--- src/design/bcc_pkg.sv ---
// Shared types and constants for the barometer conversion and compensation block.
`timescale 1ns / 1ps
`default_nettype none

package bcc_pkg;

  // Configuration register indexes.
  localparam int unsigned CfgAddrW = 3;
  localparam logic [CfgAddrW-1:0] REG_SENS_COEF        = 3'd0;
  localparam logic [CfgAddrW-1:0] REG_OFFSET_COEF      = 3'd1;
  localparam logic [CfgAddrW-1:0] REG_SENS_TEMP_COEF   = 3'd2;
  localparam logic [CfgAddrW-1:0] REG_OFFSET_TEMP_COEF = 3'd3;
  localparam logic [CfgAddrW-1:0] REG_REF_TEMP_COEF    = 3'd4;
  localparam logic [CfgAddrW-1:0] REG_TEMP_SENS_COEF   = 3'd5;
  localparam logic [CfgAddrW-1:0] REG_DEVICE_PRESENT   = 3'd6;

  // Field widths.
  localparam int unsigned CoefW  = 16;
  localparam int unsigned AdcW   = 24;
  localparam int unsigned TempW  = 19;
  localparam int unsigned PressW = 32;

  // Shared multiplier operand and product widths.
  localparam int unsigned MulW  = 26;
  localparam int unsigned ProdW = 2 * MulW;

  // Compensation constants.
  localparam logic signed [TempW-1:0] TEMP_REF  = 19'sd2000;
  localparam logic signed [TempW-1:0] TEMP_COLD = -19'sd1500;

  // Operand selection for the shared multiplier.
  typedef enum logic [3:0] {
    MUL_NONE,
    MUL_DT_C6,
    MUL_C4_DT,
    MUL_C3_DT,
    MUL_DT_DT,
    MUL_D_D,
    MUL_E_E,
    MUL_D1_LO,
    MUL_D1_HI
  } mul_op_e;

  // Which datapath update is applied; most of them take the product that the multiplier holds.
  typedef enum logic [3:0] {
    STEP_NONE,
    STEP_TEMP,
    STEP_OFF,
    STEP_SENS,
    STEP_T2,
    STEP_DD,
    STEP_EE,
    STEP_ADJ,
    STEP_LO,
    STEP_HI,
    STEP_SUB,
    STEP_SAT
  } step_e;

  // Controller states.
  typedef enum logic [3:0] {
    ST_IDLE,
    ST_MUL_TC,
    ST_MUL_OFF,
    ST_MUL_SENS,
    ST_MUL_T2,
    ST_MUL_D,
    ST_MUL_E,
    ST_SQ_E,
    ST_ADJ,
    ST_MUL_LO,
    ST_MUL_HI,
    ST_ACC,
    ST_SUB,
    ST_SAT,
    ST_DONE
  } state_e;

  // Commands from the controller to the datapath.
  typedef struct packed {
    logic    accept;
    mul_op_e op;
    step_e   step;
    logic    load_out;
  } cmd_t;

  // Status from the datapath to the controller.
  typedef struct packed {
    logic need_comp;
    logic out_free;
  } sts_t;

endpackage

`default_nettype wire

--- src/design/bcc_mul.sv ---
// Shared signed multiplier with a registered product.
`timescale 1ns / 1ps
`default_nettype none

module bcc_mul (
  input  wire                                    clk_i,
  input  wire  logic signed [bcc_pkg::MulW-1:0]  a_i,
  input  wire  logic signed [bcc_pkg::MulW-1:0]  b_i,
  output logic signed [bcc_pkg::ProdW-1:0]       p_o
);

  logic signed [bcc_pkg::ProdW-1:0] p_q;

  // One product per cycle, registered before any use.
  always_ff @(posedge clk_i) begin
    p_q <= a_i * b_i;
  end

  assign p_o = p_q;

endmodule

`default_nettype wire

--- src/design/bcc_datapath.sv ---
// Datapath: calibration registers, conversion state, compensation arithmetic and output word.
`timescale 1ns / 1ps
`default_nettype none

module bcc_datapath (
  input  wire                                       clk_i,
  input  wire                                       rst_ni,
  input  wire                                       cfg_we_i,
  input  wire  logic [bcc_pkg::CfgAddrW-1:0]        cfg_addr_i,
  input  wire  logic [bcc_pkg::CoefW-1:0]           cfg_wdata_i,
  input  wire                                       read_ok_i,
  input  wire  logic [bcc_pkg::AdcW-1:0]            adc_value_i,
  input  wire  bcc_pkg::cmd_t                       cmd_i,
  output bcc_pkg::sts_t                             sts_o,
  input  wire                                       out_stall_i,
  output logic                                      out_valid_o,
  output logic                                      result_valid_o,
  output logic signed [bcc_pkg::TempW-1:0]          temperature_centi_o,
  output logic signed [bcc_pkg::PressW-1:0]         pressure_pa_o,
  output logic                                      start_temperature_o
);

  localparam int unsigned DtW   = bcc_pkg::AdcW + 1;
  localparam int unsigned WideW = 42;
  localparam int unsigned AccW  = 66;
  localparam int unsigned DiffW = 46;
  localparam int unsigned T2W   = 18;
  localparam int unsigned DeW   = bcc_pkg::TempW + 1;

  // Calibration words and presence flag.
  logic [bcc_pkg::CoefW-1:0] c1_q, c2_q, c3_q, c4_q, c5_q, c6_q;
  logic                      dev_q;

  // Conversion sequencing state.
  logic                      wait_q, wait_d;
  logic [bcc_pkg::AdcW-1:0]  raw_q;

  // Working registers of the compensation.
  logic signed [DtW-1:0]                dt_q;
  logic signed [bcc_pkg::TempW-1:0]     temp_q;
  logic signed [WideW-1:0]              off_q, sens_q, off2_q, sens2_q;
  logic        [T2W-1:0]                t2_q;
  logic signed [AccW-1:0]               acc_q;
  logic signed [DiffW-1:0]              diff_q;

  // Result word and output register.
  logic                                 res_valid_q, res_start_q;
  logic signed [bcc_pkg::TempW-1:0]     res_temp_q;
  logic signed [bcc_pkg::PressW-1:0]    res_press_q;
  logic                                 out_valid_q;
  logic                                 out_res_valid_q, out_start_q;
  logic signed [bcc_pkg::TempW-1:0]     out_temp_q;
  logic signed [bcc_pkg::PressW-1:0]    out_press_q;

  logic                                 good;
  logic signed [DtW-1:0]                dt_d;
  logic signed [DeW-1:0]                d_w, e_w;
  logic signed [bcc_pkg::MulW-1:0]      mul_a, mul_b;
  logic signed [bcc_pkg::ProdW-1:0]     prod;
  logic signed [bcc_pkg::ProdW-1:0]     p_sh23, p_sh7, p_sh8;
  logic signed [WideW-1:0]              p_w, five_p, seven_p, eleven_p;
  logic signed [AccW-1:0]               acc_sh;
  logic signed [DiffW-1:0]              p_sh15;
  logic                                 lt_ref, lt_cold;

  // Item decode and next value of the waiting flag.
  assign good = read_ok_i && (adc_value_i != '0);
  assign sts_o.need_comp = dev_q && wait_q && good;
  assign sts_o.out_free  = !out_valid_q || !out_stall_i;

  always_comb begin
    if (!dev_q) begin
      wait_d = wait_q;
    end else if (!wait_q) begin
      wait_d = good;
    end else begin
      wait_d = 1'b0;
    end
  end

  // Temperature difference from the reference word, formed at accept.
  assign dt_d = $signed({1'b0, adc_value_i}) - $signed({1'b0, c5_q, 8'h00});

  // Differences of the first-order temperature from the two thresholds.
  assign d_w = DeW'(temp_q) - DeW'(bcc_pkg::TEMP_REF);
  assign e_w = DeW'(temp_q) - DeW'(bcc_pkg::TEMP_COLD);
  assign lt_ref  = temp_q < bcc_pkg::TEMP_REF;
  assign lt_cold = temp_q < bcc_pkg::TEMP_COLD;

  // Operand selection for the shared multiplier.
  always_comb begin
    case (cmd_i.op)
      bcc_pkg::MUL_DT_C6: begin
        mul_a = bcc_pkg::MulW'(dt_q);
        mul_b = $signed({10'b0, c6_q});
      end
      bcc_pkg::MUL_C4_DT: begin
        mul_a = $signed({10'b0, c4_q});
        mul_b = bcc_pkg::MulW'(dt_q);
      end
      bcc_pkg::MUL_C3_DT: begin
        mul_a = $signed({10'b0, c3_q});
        mul_b = bcc_pkg::MulW'(dt_q);
      end
      bcc_pkg::MUL_DT_DT: begin
        mul_a = bcc_pkg::MulW'(dt_q);
        mul_b = bcc_pkg::MulW'(dt_q);
      end
      bcc_pkg::MUL_D_D: begin
        mul_a = bcc_pkg::MulW'(d_w);
        mul_b = bcc_pkg::MulW'(d_w);
      end
      bcc_pkg::MUL_E_E: begin
        mul_a = bcc_pkg::MulW'(e_w);
        mul_b = bcc_pkg::MulW'(e_w);
      end
      bcc_pkg::MUL_D1_LO: begin
        mul_a = $signed({2'b0, raw_q});
        mul_b = $signed({2'b0, sens_q[23:0]});
      end
      bcc_pkg::MUL_D1_HI: begin
        // The upper part carries the sign of the sensitivity.
        mul_a = $signed({2'b0, raw_q});
        mul_b = bcc_pkg::MulW'($signed(sens_q[WideW-1:24]));
      end
      default: begin
        mul_a = '0;
        mul_b = '0;
      end
    endcase
  end

  bcc_mul u_mul (
    .clk_i (clk_i),
    .a_i   (mul_a),
    .b_i   (mul_b),
    .p_o   (prod)
  );

  // Shifted and scaled forms of the product; the shifts are floor divisions.
  assign p_sh23   = prod >>> 23;
  assign p_sh7    = prod >>> 7;
  assign p_sh8    = prod >>> 8;
  assign p_w      = prod[WideW-1:0];
  assign five_p   = (p_w <<< 2) + p_w;
  assign seven_p  = (p_w <<< 3) - p_w;
  assign eleven_p = (p_w <<< 3) + (p_w <<< 1) + p_w;
  assign acc_sh   = acc_q >>> 21;
  assign p_sh15   = diff_q >>> 15;

  // Configuration and conversion state.
  always_ff @(posedge clk_i or negedge rst_ni) begin
    if (!rst_ni) begin
      c1_q   <= '0;
      c2_q   <= '0;
      c3_q   <= '0;
      c4_q   <= '0;
      c5_q   <= '0;
      c6_q   <= '0;
      dev_q  <= 1'b0;
      wait_q <= 1'b0;
      raw_q  <= '0;
    end else begin
      if (cfg_we_i) begin
        case (cfg_addr_i)
          bcc_pkg::REG_SENS_COEF:        c1_q  <= cfg_wdata_i;
          bcc_pkg::REG_OFFSET_COEF:      c2_q  <= cfg_wdata_i;
          bcc_pkg::REG_SENS_TEMP_COEF:   c3_q  <= cfg_wdata_i;
          bcc_pkg::REG_OFFSET_TEMP_COEF: c4_q  <= cfg_wdata_i;
          bcc_pkg::REG_REF_TEMP_COEF:    c5_q  <= cfg_wdata_i;
          bcc_pkg::REG_TEMP_SENS_COEF:   c6_q  <= cfg_wdata_i;
          bcc_pkg::REG_DEVICE_PRESENT:   dev_q <= cfg_wdata_i[0];
          default: ;
        endcase
      end
      if (cmd_i.accept) begin
        wait_q <= wait_d;
        if (dev_q && !wait_q && good) begin
          raw_q <= adc_value_i;
        end
      end
    end
  end

  // Compensation steps, one step per cycle as the controller directs; a step may update several registers.
  always_ff @(posedge clk_i) begin
    if (cmd_i.accept) begin
      dt_q        <= dt_d;
      res_valid_q <= 1'b0;
      res_temp_q  <= '0;
      res_press_q <= '0;
      res_start_q <= wait_d;
    end
    case (cmd_i.step)
      bcc_pkg::STEP_TEMP: temp_q <= bcc_pkg::TEMP_REF + p_sh23[bcc_pkg::TempW-1:0];
      bcc_pkg::STEP_OFF:  off_q  <= $signed({10'b0, c2_q, 16'b0}) + p_sh7[WideW-1:0];
      bcc_pkg::STEP_SENS: sens_q <= $signed({11'b0, c1_q, 15'b0}) + p_sh8[WideW-1:0];
      bcc_pkg::STEP_T2:   t2_q   <= prod[48:31];
      bcc_pkg::STEP_DD: begin
        off2_q  <= five_p >>> 1;
        sens2_q <= five_p >>> 2;
      end
      bcc_pkg::STEP_EE: begin
        // Extra term below the cold threshold.
        if (lt_cold) begin
          off2_q  <= off2_q + seven_p;
          sens2_q <= sens2_q + (eleven_p >>> 1);
        end
      end
      bcc_pkg::STEP_ADJ: begin
        // Second-order correction, gated on the first-order temperature.
        if (lt_ref) begin
          temp_q <= temp_q - $signed({1'b0, t2_q});
          off_q  <= off_q - off2_q;
          sens_q <= sens_q - sens2_q;
        end
      end
      bcc_pkg::STEP_LO:  acc_q  <= AccW'(prod);
      bcc_pkg::STEP_HI:  acc_q  <= acc_q + (AccW'(prod) <<< 24);
      bcc_pkg::STEP_SUB: diff_q <= acc_sh[DiffW-1:0] - DiffW'(off_q);
      bcc_pkg::STEP_SAT: begin
        // The scaled pressure spans at most 27 signed bits, so it always
        // lies inside the 32-bit range and its low bits are the result.
        res_valid_q <= 1'b1;
        res_temp_q  <= temp_q;
        res_press_q <= p_sh15[bcc_pkg::PressW-1:0];
      end
      default: ;
    endcase
  end

  // Output register.
  always_ff @(posedge clk_i or negedge rst_ni) begin
    if (!rst_ni) begin
      out_valid_q <= 1'b0;
    end else if (cmd_i.load_out) begin
      out_valid_q <= 1'b1;
    end else if (!out_stall_i) begin
      out_valid_q <= 1'b0;
    end
  end

  always_ff @(posedge clk_i) begin
    if (cmd_i.load_out) begin
      out_res_valid_q <= res_valid_q;
      out_temp_q      <= res_temp_q;
      out_press_q     <= res_press_q;
      out_start_q     <= res_start_q;
    end
  end

  assign out_valid_o         = out_valid_q;
  assign result_valid_o      = out_res_valid_q;
  assign temperature_centi_o = out_temp_q;
  assign pressure_pa_o       = out_press_q;
  assign start_temperature_o = out_start_q;

  // A compensated pair always comes with a pressure restart.
  a_valid_restarts: assert property (@(posedge clk_i) disable iff (!rst_ni)
    out_valid_q && out_res_valid_q |-> !out_start_q)
    else $error("compensated result does not restart pressure conversion");

  // An absent device leaves the sequencing state untouched.
  a_absent_holds: assert property (@(posedge clk_i) disable iff (!rst_ni)
    cmd_i.accept && !dev_q |=> $stable(wait_q))
    else $error("waiting flag changed while device absent");

  // A compensating read returns the sequencer to the pressure phase.
  a_comp_returns: assert property (@(posedge clk_i) disable iff (!rst_ni)
    cmd_i.accept && sts_o.need_comp |=> !wait_q)
    else $error("waiting flag still set after temperature read");

endmodule

`default_nettype wire

--- src/design/bcc_ctrl.sv ---
// Controller: input handshake and the compensation step sequencer.
`timescale 1ns / 1ps
`default_nettype none

module bcc_ctrl (
  input  wire                 clk_i,
  input  wire                 rst_ni,
  input  wire                 in_valid_i,
  output logic                in_stall_o,
  input  wire  bcc_pkg::sts_t sts_i,
  output bcc_pkg::cmd_t       cmd_o
);

  bcc_pkg::state_e state_q, state_d;
  logic            accept;

  assign accept = (state_q == bcc_pkg::ST_IDLE) && in_valid_i;

  // State register.
  always_ff @(posedge clk_i or negedge rst_ni) begin
    if (!rst_ni) begin
      state_q <= bcc_pkg::ST_IDLE;
    end else begin
      state_q <= state_d;
    end
  end

  // Next state.
  always_comb begin
    case (state_q)
      bcc_pkg::ST_IDLE: begin
        if (accept) begin
          state_d = sts_i.need_comp ? bcc_pkg::ST_MUL_TC : bcc_pkg::ST_DONE;
        end else begin
          state_d = bcc_pkg::ST_IDLE;
        end
      end
      bcc_pkg::ST_MUL_TC:   state_d = bcc_pkg::ST_MUL_OFF;
      bcc_pkg::ST_MUL_OFF:  state_d = bcc_pkg::ST_MUL_SENS;
      bcc_pkg::ST_MUL_SENS: state_d = bcc_pkg::ST_MUL_T2;
      bcc_pkg::ST_MUL_T2:   state_d = bcc_pkg::ST_MUL_D;
      bcc_pkg::ST_MUL_D:    state_d = bcc_pkg::ST_MUL_E;
      bcc_pkg::ST_MUL_E:    state_d = bcc_pkg::ST_SQ_E;
      bcc_pkg::ST_SQ_E:     state_d = bcc_pkg::ST_ADJ;
      bcc_pkg::ST_ADJ:      state_d = bcc_pkg::ST_MUL_LO;
      bcc_pkg::ST_MUL_LO:   state_d = bcc_pkg::ST_MUL_HI;
      bcc_pkg::ST_MUL_HI:   state_d = bcc_pkg::ST_ACC;
      bcc_pkg::ST_ACC:      state_d = bcc_pkg::ST_SUB;
      bcc_pkg::ST_SUB:      state_d = bcc_pkg::ST_SAT;
      bcc_pkg::ST_SAT:      state_d = bcc_pkg::ST_DONE;
      bcc_pkg::ST_DONE: begin
        state_d = sts_i.out_free ? bcc_pkg::ST_IDLE : bcc_pkg::ST_DONE;
      end
      default: state_d = bcc_pkg::ST_IDLE;
    endcase
  end

  // Outputs: a state may issue a product and may retire an earlier one.
  always_comb begin
    in_stall_o     = (state_q != bcc_pkg::ST_IDLE);
    cmd_o.accept   = accept;
    cmd_o.op       = bcc_pkg::MUL_NONE;
    cmd_o.step     = bcc_pkg::STEP_NONE;
    cmd_o.load_out = 1'b0;
    case (state_q)
      bcc_pkg::ST_MUL_TC: begin
        cmd_o.op = bcc_pkg::MUL_DT_C6;
      end
      bcc_pkg::ST_MUL_OFF: begin
        cmd_o.op   = bcc_pkg::MUL_C4_DT;
        cmd_o.step = bcc_pkg::STEP_TEMP;
      end
      bcc_pkg::ST_MUL_SENS: begin
        cmd_o.op   = bcc_pkg::MUL_C3_DT;
        cmd_o.step = bcc_pkg::STEP_OFF;
      end
      bcc_pkg::ST_MUL_T2: begin
        cmd_o.op   = bcc_pkg::MUL_DT_DT;
        cmd_o.step = bcc_pkg::STEP_SENS;
      end
      bcc_pkg::ST_MUL_D: begin
        cmd_o.op   = bcc_pkg::MUL_D_D;
        cmd_o.step = bcc_pkg::STEP_T2;
      end
      bcc_pkg::ST_MUL_E: begin
        cmd_o.op   = bcc_pkg::MUL_E_E;
        cmd_o.step = bcc_pkg::STEP_DD;
      end
      bcc_pkg::ST_SQ_E:   cmd_o.step = bcc_pkg::STEP_EE;
      bcc_pkg::ST_ADJ:    cmd_o.step = bcc_pkg::STEP_ADJ;
      bcc_pkg::ST_MUL_LO: cmd_o.op   = bcc_pkg::MUL_D1_LO;
      bcc_pkg::ST_MUL_HI: begin
        cmd_o.op   = bcc_pkg::MUL_D1_HI;
        cmd_o.step = bcc_pkg::STEP_LO;
      end
      bcc_pkg::ST_ACC:  cmd_o.step     = bcc_pkg::STEP_HI;
      bcc_pkg::ST_SUB:  cmd_o.step     = bcc_pkg::STEP_SUB;
      bcc_pkg::ST_SAT:  cmd_o.step     = bcc_pkg::STEP_SAT;
      bcc_pkg::ST_DONE: cmd_o.load_out = sts_i.out_free;
      default: ;
    endcase
  end

  // A compensating read starts the multiply sequence right away.
  a_comp_starts: assert property (@(posedge clk_i) disable iff (!rst_ni)
    accept && sts_i.need_comp |=> state_q == bcc_pkg::ST_MUL_TC)
    else $error("compensation sequence did not start");

  // Any other read goes straight to delivery.
  a_plain_done: assert property (@(posedge clk_i) disable iff (!rst_ni)
    accept && !sts_i.need_comp |=> state_q == bcc_pkg::ST_DONE)
    else $error("plain read did not go to delivery");

  // The output register is loaded only when it has room.
  a_load_free: assert property (@(posedge clk_i) disable iff (!rst_ni)
    cmd_o.load_out |-> sts_i.out_free)
    else $error("output register overwritten");

endmodule

`default_nettype wire

--- src/design/barometer_conversion_compensation.sv ---
// Top level of the barometer conversion sequencer with temperature compensation.
`timescale 1ns / 1ps
`default_nettype none

// Each input word is one ADC read with a bus-ok flag, and each yields one
// output word that also names the next conversion to command. A read that
// needs no compensation goes from acceptance straight to the delivery state
// and then to the output register; a good temperature read first runs the
// single shared 26 x 26 bit multiplier, which forms eight products in turn,
// followed by the accumulate, subtract and scaling steps. The block takes a
// new word only while its sequencer is idle, so it takes no word before the
// last one has been loaded into the output register, and it accepts
// one while the previous result still waits in the output register. The user
// writes calibration words through the plain write port while the block is idle;
// the block does not enforce this, and there is no clearing pass after reset.
module barometer_conversion_compensation (
  input  wire                                     clk_i,
  input  wire                                     rst_ni,
  input  wire                                     cfg_we_i,
  input  wire  logic [bcc_pkg::CfgAddrW-1:0]      cfg_addr_i,
  input  wire  logic [bcc_pkg::CoefW-1:0]         cfg_wdata_i,
  input  wire                                     in_valid_i,
  output logic                                    in_stall_o,
  input  wire                                     read_ok_i,
  input  wire  logic [bcc_pkg::AdcW-1:0]          adc_value_i,
  output logic                                    out_valid_o,
  input  wire                                     out_stall_i,
  output logic                                    result_valid_o,
  output logic signed [bcc_pkg::TempW-1:0]        temperature_centi_o,
  output logic signed [bcc_pkg::PressW-1:0]       pressure_pa_o,
  output logic                                    start_temperature_o
);

  bcc_pkg::cmd_t cmd;
  bcc_pkg::sts_t sts;

  // Step sequencer.
  bcc_ctrl u_ctrl (
    .clk_i      (clk_i),
    .rst_ni     (rst_ni),
    .in_valid_i (in_valid_i),
    .in_stall_o (in_stall_o),
    .sts_i      (sts),
    .cmd_o      (cmd)
  );

  // Arithmetic, state and output register.
  bcc_datapath u_datapath (
    .clk_i               (clk_i),
    .rst_ni              (rst_ni),
    .cfg_we_i            (cfg_we_i),
    .cfg_addr_i          (cfg_addr_i),
    .cfg_wdata_i         (cfg_wdata_i),
    .read_ok_i           (read_ok_i),
    .adc_value_i         (adc_value_i),
    .cmd_i               (cmd),
    .sts_o               (sts),
    .out_stall_i         (out_stall_i),
    .out_valid_o         (out_valid_o),
    .result_valid_o      (result_valid_o),
    .temperature_centi_o (temperature_centi_o),
    .pressure_pa_o       (pressure_pa_o),
    .start_temperature_o (start_temperature_o)
  );

endmodule

`default_nettype wire
--- config.mk ---
export PLATFORM = sky130hd
export DESIGN_NAME = barometer_conversion_compensation
export DESIGN_NICKNAME = d
export VERILOG_FILES = /design/src/design/bcc_pkg.sv /design/src/design/bcc_mul.sv /design/src/design/bcc_datapath.sv /design/src/design/bcc_ctrl.sv /design/src/design/barometer_conversion_compensation.sv
export SDC_FILE = /design/constraint.sdc
export NUM_CORES = 2
export LEC_CHECK = 0
export BUFFER_PORTS_ARGS = -buffer_cell sky130_fd_sc_hd__buf_2
export CAP_MARGIN = 20
export CORE_ASPECT_RATIO = 1.4
export CORE_UTILIZATION = 50
export CTS_CLUSTER_DIAMETER = 100
export DETAILED_ROUTE_END_ITERATION = 10
export HOLD_SLACK_MARGIN = 0.06
export PLACE_DENSITY_LB_ADDON = 0.05
export SLEW_MARGIN = 0
export SYNTH_ARGS = -nofsm -noshare
export SYNTH_HDL_FRONTEND = slang
export SYNTH_HIERARCHICAL = 1
export SYNTH_SLANG_ARGS = --single-unit
--- constraint.sdc ---
create_clock -name clk_i -period 12.95 [get_ports clk_i]
set_input_delay 0.6475 -clock clk_i [delete_from_list [all_inputs] [get_ports clk_i]]
set_output_delay 0.6475 -clock clk_i [all_outputs]
set_load 0.02 [all_outputs]
== Yosys cells after proc, flatten, opt, wreduce, memory -nomap -nowiden ==
Cells that the tools add are included.
Storage, ports and cells
  bits in registers: 627
  latch bits: 0
  memory bits (writable): 0
  memory bits (read-only): 0
  bits of input ports: 49
  logic and storage cells: 154
  memories: 0
Operators by class
  $add $sub $neg: 17
  multiply operators: 1
  divide/modulo/power cells: 0
  $lt $le $gt $ge: 2
  eq/ne operators: 42
  shift operators: 0
  muxes and demuxes: 28
  bitwise gates (word level): 0
  reduce and logical (&&, ||, !) cells: 35
Operators with widths (number)
  $pmux W42 S2: 4
  $pmux W26 S6: 2
  $add A42 B42 Y42: 4
  $mux W42: 4
  $pmux W66 S2: 1
  $sub A42 B42 Y42: 3
  $add A66 B66 Y66: 1
  $mux W32: 2
  $pmux W4 S15: 1
  $mux W19: 3
  $mul A26 B26 Y52: 1
  $eq A4 B3 Y1 const B: 12
  $eq A4 B4 Y1 const B: 12
  $sub A45 B42 Y46: 1
  $pmux W4 S11: 1
  $add A31 B42 Y42: 1
  $add A32 B42 Y42: 1
  $add A42 B41 Y42: 1
  $sub A19 B12 Y20 const B: 2
  $lt A19 B12 Y1 const B: 2
  $pmux W19 S2: 1
  $pmux W4 S8: 1
  $sub A24 B24 Y25: 1
  $eq A4 B2 Y1 const B: 6
  20 further kinds: 57

== Depth between registers and ports, before layout ==
  word-level depth: 6
  depth in mapped cells: 39
  gate-level depth less buffers: 36

== By module ==
Netlist, hierarchy kept.
By module, submodules not included
  bcc_datapath: instances 1, cells an instance 4586, area an instance 43404.1 um2
  bcc_mul: instances 1, cells an instance 2768, area an instance 25700.9 um2
  bcc_ctrl: instances 1, cells an instance 51, area an instance 430.4 um2

== Worst setup path before layout ==
Ideal clock, no wire load.
  path type: flip-flop to flip-flop
  start point: reg u_datapath/temp_q[4] (netlist name)
  end point: reg u_datapath.u_mul.p_q (netlist bit u_datapath/u_mul/p_o[49])
  library setup time: 0.095 ns
  arrival: 8.738 ns
  data required time: 12.855 ns
  path slack: 4.117 ns
  cell stages (with the launch flop): 29
  path buffers: 2
  period minus slack after synthesis: 8.833 ns
  cells stage by stage: edfxtp_1 o21a_1 and3_1 and3_1 or3_1 or2_2 nor4_1 o22a_1 a21o_1 clkbuf_1 nand2_1 inv_1 fa_1 fa_1 inv_1 fa_1 inv_1 fa_1 fa_1 fa_1 fa_1 ha_1 clkdlybuf4s50_2 a21o_1 a21o_1 nand3_1 nand2_1 a22o_1 a221oi_1
Between the ends
  cells in the longest elaborated chain, start to end: 3
RTL lines
  start, declared: RTL line bcc_datapath.sv:40  | logic signed [bcc_pkg::TempW-1:0] temp_q;
  start signal, assigned: RTL line bcc_datapath.sv:195  | bcc_pkg::STEP_TEMP: temp_q <= bcc_pkg::TEMP_REF + p_sh23[bcc_pkg::TempW-1:0];
  start signal, assigned: RTL line bcc_datapath.sv:213  | temp_q <= temp_q - $signed({1'b0, t2_q});
  $sub A19 B12 Y20 (on tied branches): RTL line bcc_datapath.sv:86, bcc_datapath.sv:85
  $pmux W26 S6 *: RTL line bcc_datapath.sv:92  | case (cmd_i.op)
  via u_datapath.mul_a, one bit: RTL line bcc_datapath.sv:58  | logic signed [bcc_pkg::MulW-1:0] mul_a, mul_b;
  $mul A26 B26 Y52 *: RTL line bcc_mul.sv:16  | p_q <= a_i * b_i;
  end signal, assigned: RTL line bcc_mul.sv:16
  end, declared: RTL line bcc_mul.sv:12  | logic signed [bcc_pkg::ProdW-1:0] p_q;
Mark *: on every way through the listed nets, which the timed path passes. The rest lies on a longest branch.
A chain may end at the register's enable or synchronous reset.

==> impl_metrics.json <==
{
  "synth_top_family_by_area": "adder cells",
  "crit_type": "reg -> reg",
  "outcome": "completed",
  "whs_endpoint": "u_datapath/raw_q[15]",
  "crit_path_frequent_cell": "fa_1",
  "worstHoldStart": "adc_value_i[15]",
  "hpwl_um": 189000,
  "numCtsBuffers": 59,
  "syn_avg_cell_area_sq_um": 9.39,
  "num_vias": 55072,
  "reg2reg_slack_ns": 1.37,
  "row_count": 161,
  "ios": 104,
  "wl_um": 238000,
  "synth_seq_cells": 589,
  "root_buffer": "clkbuf_16",
  "synth-compound-area-share": 0.147,
  "hold_viol_final": 0,
  "place.gp.congestion": 1.05,
  "grt_pass1_vias": 57660,
  "yosysWarnings": 6,
  "dieWidth_um": 317,
  "cts_tree": "yes",
  "critPathMaxStageDelay_ns": 1.04,
  "grtUsageTotal": 0.343,
  "first_pass_iters": 8,
  "cp_slowest_cell": "a221oi_1",
  "final_nets": 8837,
  "synth_fp_nets": 8801,
  "grt_max_degree": 74,
  "arrival_ns": 12.14,
  "cts_resized": 0,
  "slew_violations": 0,
  "layout_commonest_cell": "inv_1",
  "tightestPinTransition_ns": 1.45,
  "hold_depth": 2,
  "synthXorXnorAreaFrac": 0.0487,
  "whs_ns": 0.246,
  "hold_class": "in -> reg",
  "initial_core_util": 0.505,
  "grt-ovfl-total": 0,
  "ys_async_sr_fraction": 0.216,
  "drive_gt1_frac": 0.0745,
  "rsz0062_at_grt": "no",
  "finalSetupTns_ns": 0,
  "drcViolationCount": 0,
  "cap_violations": 0,
  "min_period_ns": 11.58,
  "fin_skew_ns": 0.0340,
  "core_area_sq_mm": 0.138,
  "worst_setup_path_start_kind": "flip-flop",
  "r2r-end": "u_datapath/u_mul/p_o[39]",
  "synth_seq_area_share": 0.238,
  "finalWorstSetupSlack_ns": 1.37,
  "synth_cell_types": 114,
  "synth-simple-area-share": 0.142,
  "synthAdderAreaFrac": 0.329,
  "wl_per_cell_um": 25.7,
  "ant_nets": 0,
  "viasPerCell": 5.93,
  "reg2reg_depth": 32,
  "synth_flop_cell": "edfxtp_1",
  "slew_headroom": 0.0358,
  "critPathCaptureType": "flip-flop",
  "final_cell_mix": "inv_1 (1129), fa_1 (797), nand2_1 (788)",
  "grt_pass1_wl_um": 357000,
  "htreeDepth": 2,
  "synthMuxAreaShare": 0.0211,
  "clk_pin_slew_ns": 0.07,
  "synth-edff-count": 409,
  "placedCellCount": 9169,
  "cp_data_required_time_ns": 13.51,
  "first_iter_violations": 3736,
  "syn_inst": 7405,
  "fillers": 12844,
  "cp_max_fo": 26,
  "post-place-ws_ns": 1.73,
  "die_h_um": 443,
  "setup_viol": 0,
  "timing.rr.start": "u_ctrl/state_q[1]",
  "timing.fmax_ghz": 0.0863,
  "dieArea_sq_mm": 0.141,
  "instances_no_fill": 9287,
  "antenna_found_initial": 21,
  "ctsLongestPathBuffers": 3,
  "cts_num_sinks": 589,
  "syn_area_sq_mm": 0.0695,
  "area_growth_pct": 7.03,
  "finalCritPeriodShare": 0.894,
  "io_buffers": 103,
  "worstSkewPairLatency_ns": 0.70
}
[worst max-delay path, delay by kind of cell (launching register included)]
family | cells | cell delay, ns
XOR/XNOR | 1 | 0.16
AO/OA/AOI/OAI | 8 | 3.10
buffers and inverters | 6 | 0.31
AND/OR/NAND/NOR | 9 | 3.30
flip-flops | 1 | 0.66
adder cells (fa/ha/maj) | 8 | 3.89
[flip-flops by register name, summed over array words and instances (netlist names), 31 cells and up]
signal	cells
u_datapath/sens2_q	42
u_datapath/off_q	42
u_datapath/u_mul/p_o	52
u_datapath/diff_q	31
u_datapath/acc_q	45
u_datapath/off2_q	42
u_datapath/sens_q	42
u_datapath/pressure_pa_o	31
u_datapath/res_press_q	31
[final cells by class]
type / count / area, sq um / share of cell area
multi-input combinational: 5437 / 47900 / 0.644
sequential: 589 / 16500 / 0.222
inverter: 1131 / 4250 / 0.0571
tap: 1793 / 2240 / 0.0301
clock buffer: 74 / 1600 / 0.0216
timing repair buffer: 223 / 1450 / 0.0194
clock inverter: 37 / 410 / 0.00551
antenna: 3 / 7.51 / 0.000101
[per-stage QoR]
step,area (sq um),util
after floorplan,69500,-
after global placement,72400,0.525
after detailed placement,72400,0.525
after CTS,74400,0.540
after global routing,74400,0.540
final,74400,0.540
[how the worst max path moves through the flow]
stage	start	end	slack, ns	cells after the start
2_1_floorplan	u_datapath/temp_q[4]	u_datapath/u_mul/p_o[49]	4.12	28
3_3_place_gp	u_ctrl/state_q[3]	u_datapath/u_mul/p_o[39]	1.78	31
3_5_place_dp	u_ctrl/state_q[3]	u_datapath/u_mul/p_o[39]	1.73	29
4_1_cts	u_ctrl/state_q[3]	u_datapath/u_mul/p_o[39]	1.71	29
5_1_grt	u_ctrl/state_q[1]	u_datapath/u_mul/p_o[39]	0.90	32
6_report	u_ctrl/state_q[1]	u_datapath/u_mul/p_o[39]	1.37	32
[synth_stat cells (10+ instances only)]
cell	number	share of area
clkbuf_1	227	0.012
a222oi_1	35	0.0050
or2_2	32	0.0029
o22ai_1	18	0.0016
and4_1	11	0.0014
edfxtp_1	409	0.18
nor4_1	15	0.0013
and3_1	59	0.0053
a2111oi_0	10	0.0013
o21ai_0	371	0.027
nor2b_1	51	0.0046
a311oi_1	10	0.0013
nand4_1	39	0.0035
nor3_1	114	0.0082
nor2_1	287	0.015
a21o_1	219	0.024
a21oi_1	362	0.026
o211ai_1	43	0.0046
a211oi_1	60	0.0065
xor2_1	144	0.018
dfxtp_1	53	0.015
a41oi_1	10	0.0013
a221o_1	18	0.0026
nand2b_1	66	0.0059
mux2i_1	17	0.0024
xnor2_1	240	0.030
o31ai_1	35	0.0038
inv_1	1129	0.061
dfrtp_1	127	0.046
a31oi_1	48	0.0043
nand2_1	788	0.043
nand3b_1	13	0.0014
a221oi_1	14	0.0018
o21bai_1	67	0.0072
nor3b_1	18	0.0019
fa_1	797	0.23
mux2_2	114	0.018
nand3_1	116	0.0083
or3_1	41	0.0037
o21a_1	60	0.0065
a21boi_0	19	0.0021
and2_1	342	0.031
ha_1	550	0.099
a31o_2	16	0.0020
[routing by layer]
layer | track usage | part of all wire
met5 | 0 | 0.00012
met4 | 0.207 | 0.072
met3 | 0.0344 | 0.047
met2 | 0.614 | 0.51
met1 | 0.390 | 0.37
[cell families (layout without fill, tap and decap cells)]
family                   count (synthesis)  in the layout
AO/OA/AOI/OAI                         1543           1543
XOR/XNOR                               385            385
adder cells (fa/ha/maj)               1349           1349
buffers and inverters                 1379           1465
flip-flops                             589            589
multiplexers                           132            132
other                                    0              3
AND/OR/NAND/NOR                       2028           2028
[timing repair]
item | CTS | global route
hold buffers | 1 | 0
endpoints found under the hold margin | 65 | 0
endpoints found under the setup margin | 0 | 0
setup buffers | 0 | 0
Power is not shown: default switching activity piles up to over one toggle a cycle in this logic, so the estimate is an artifact.
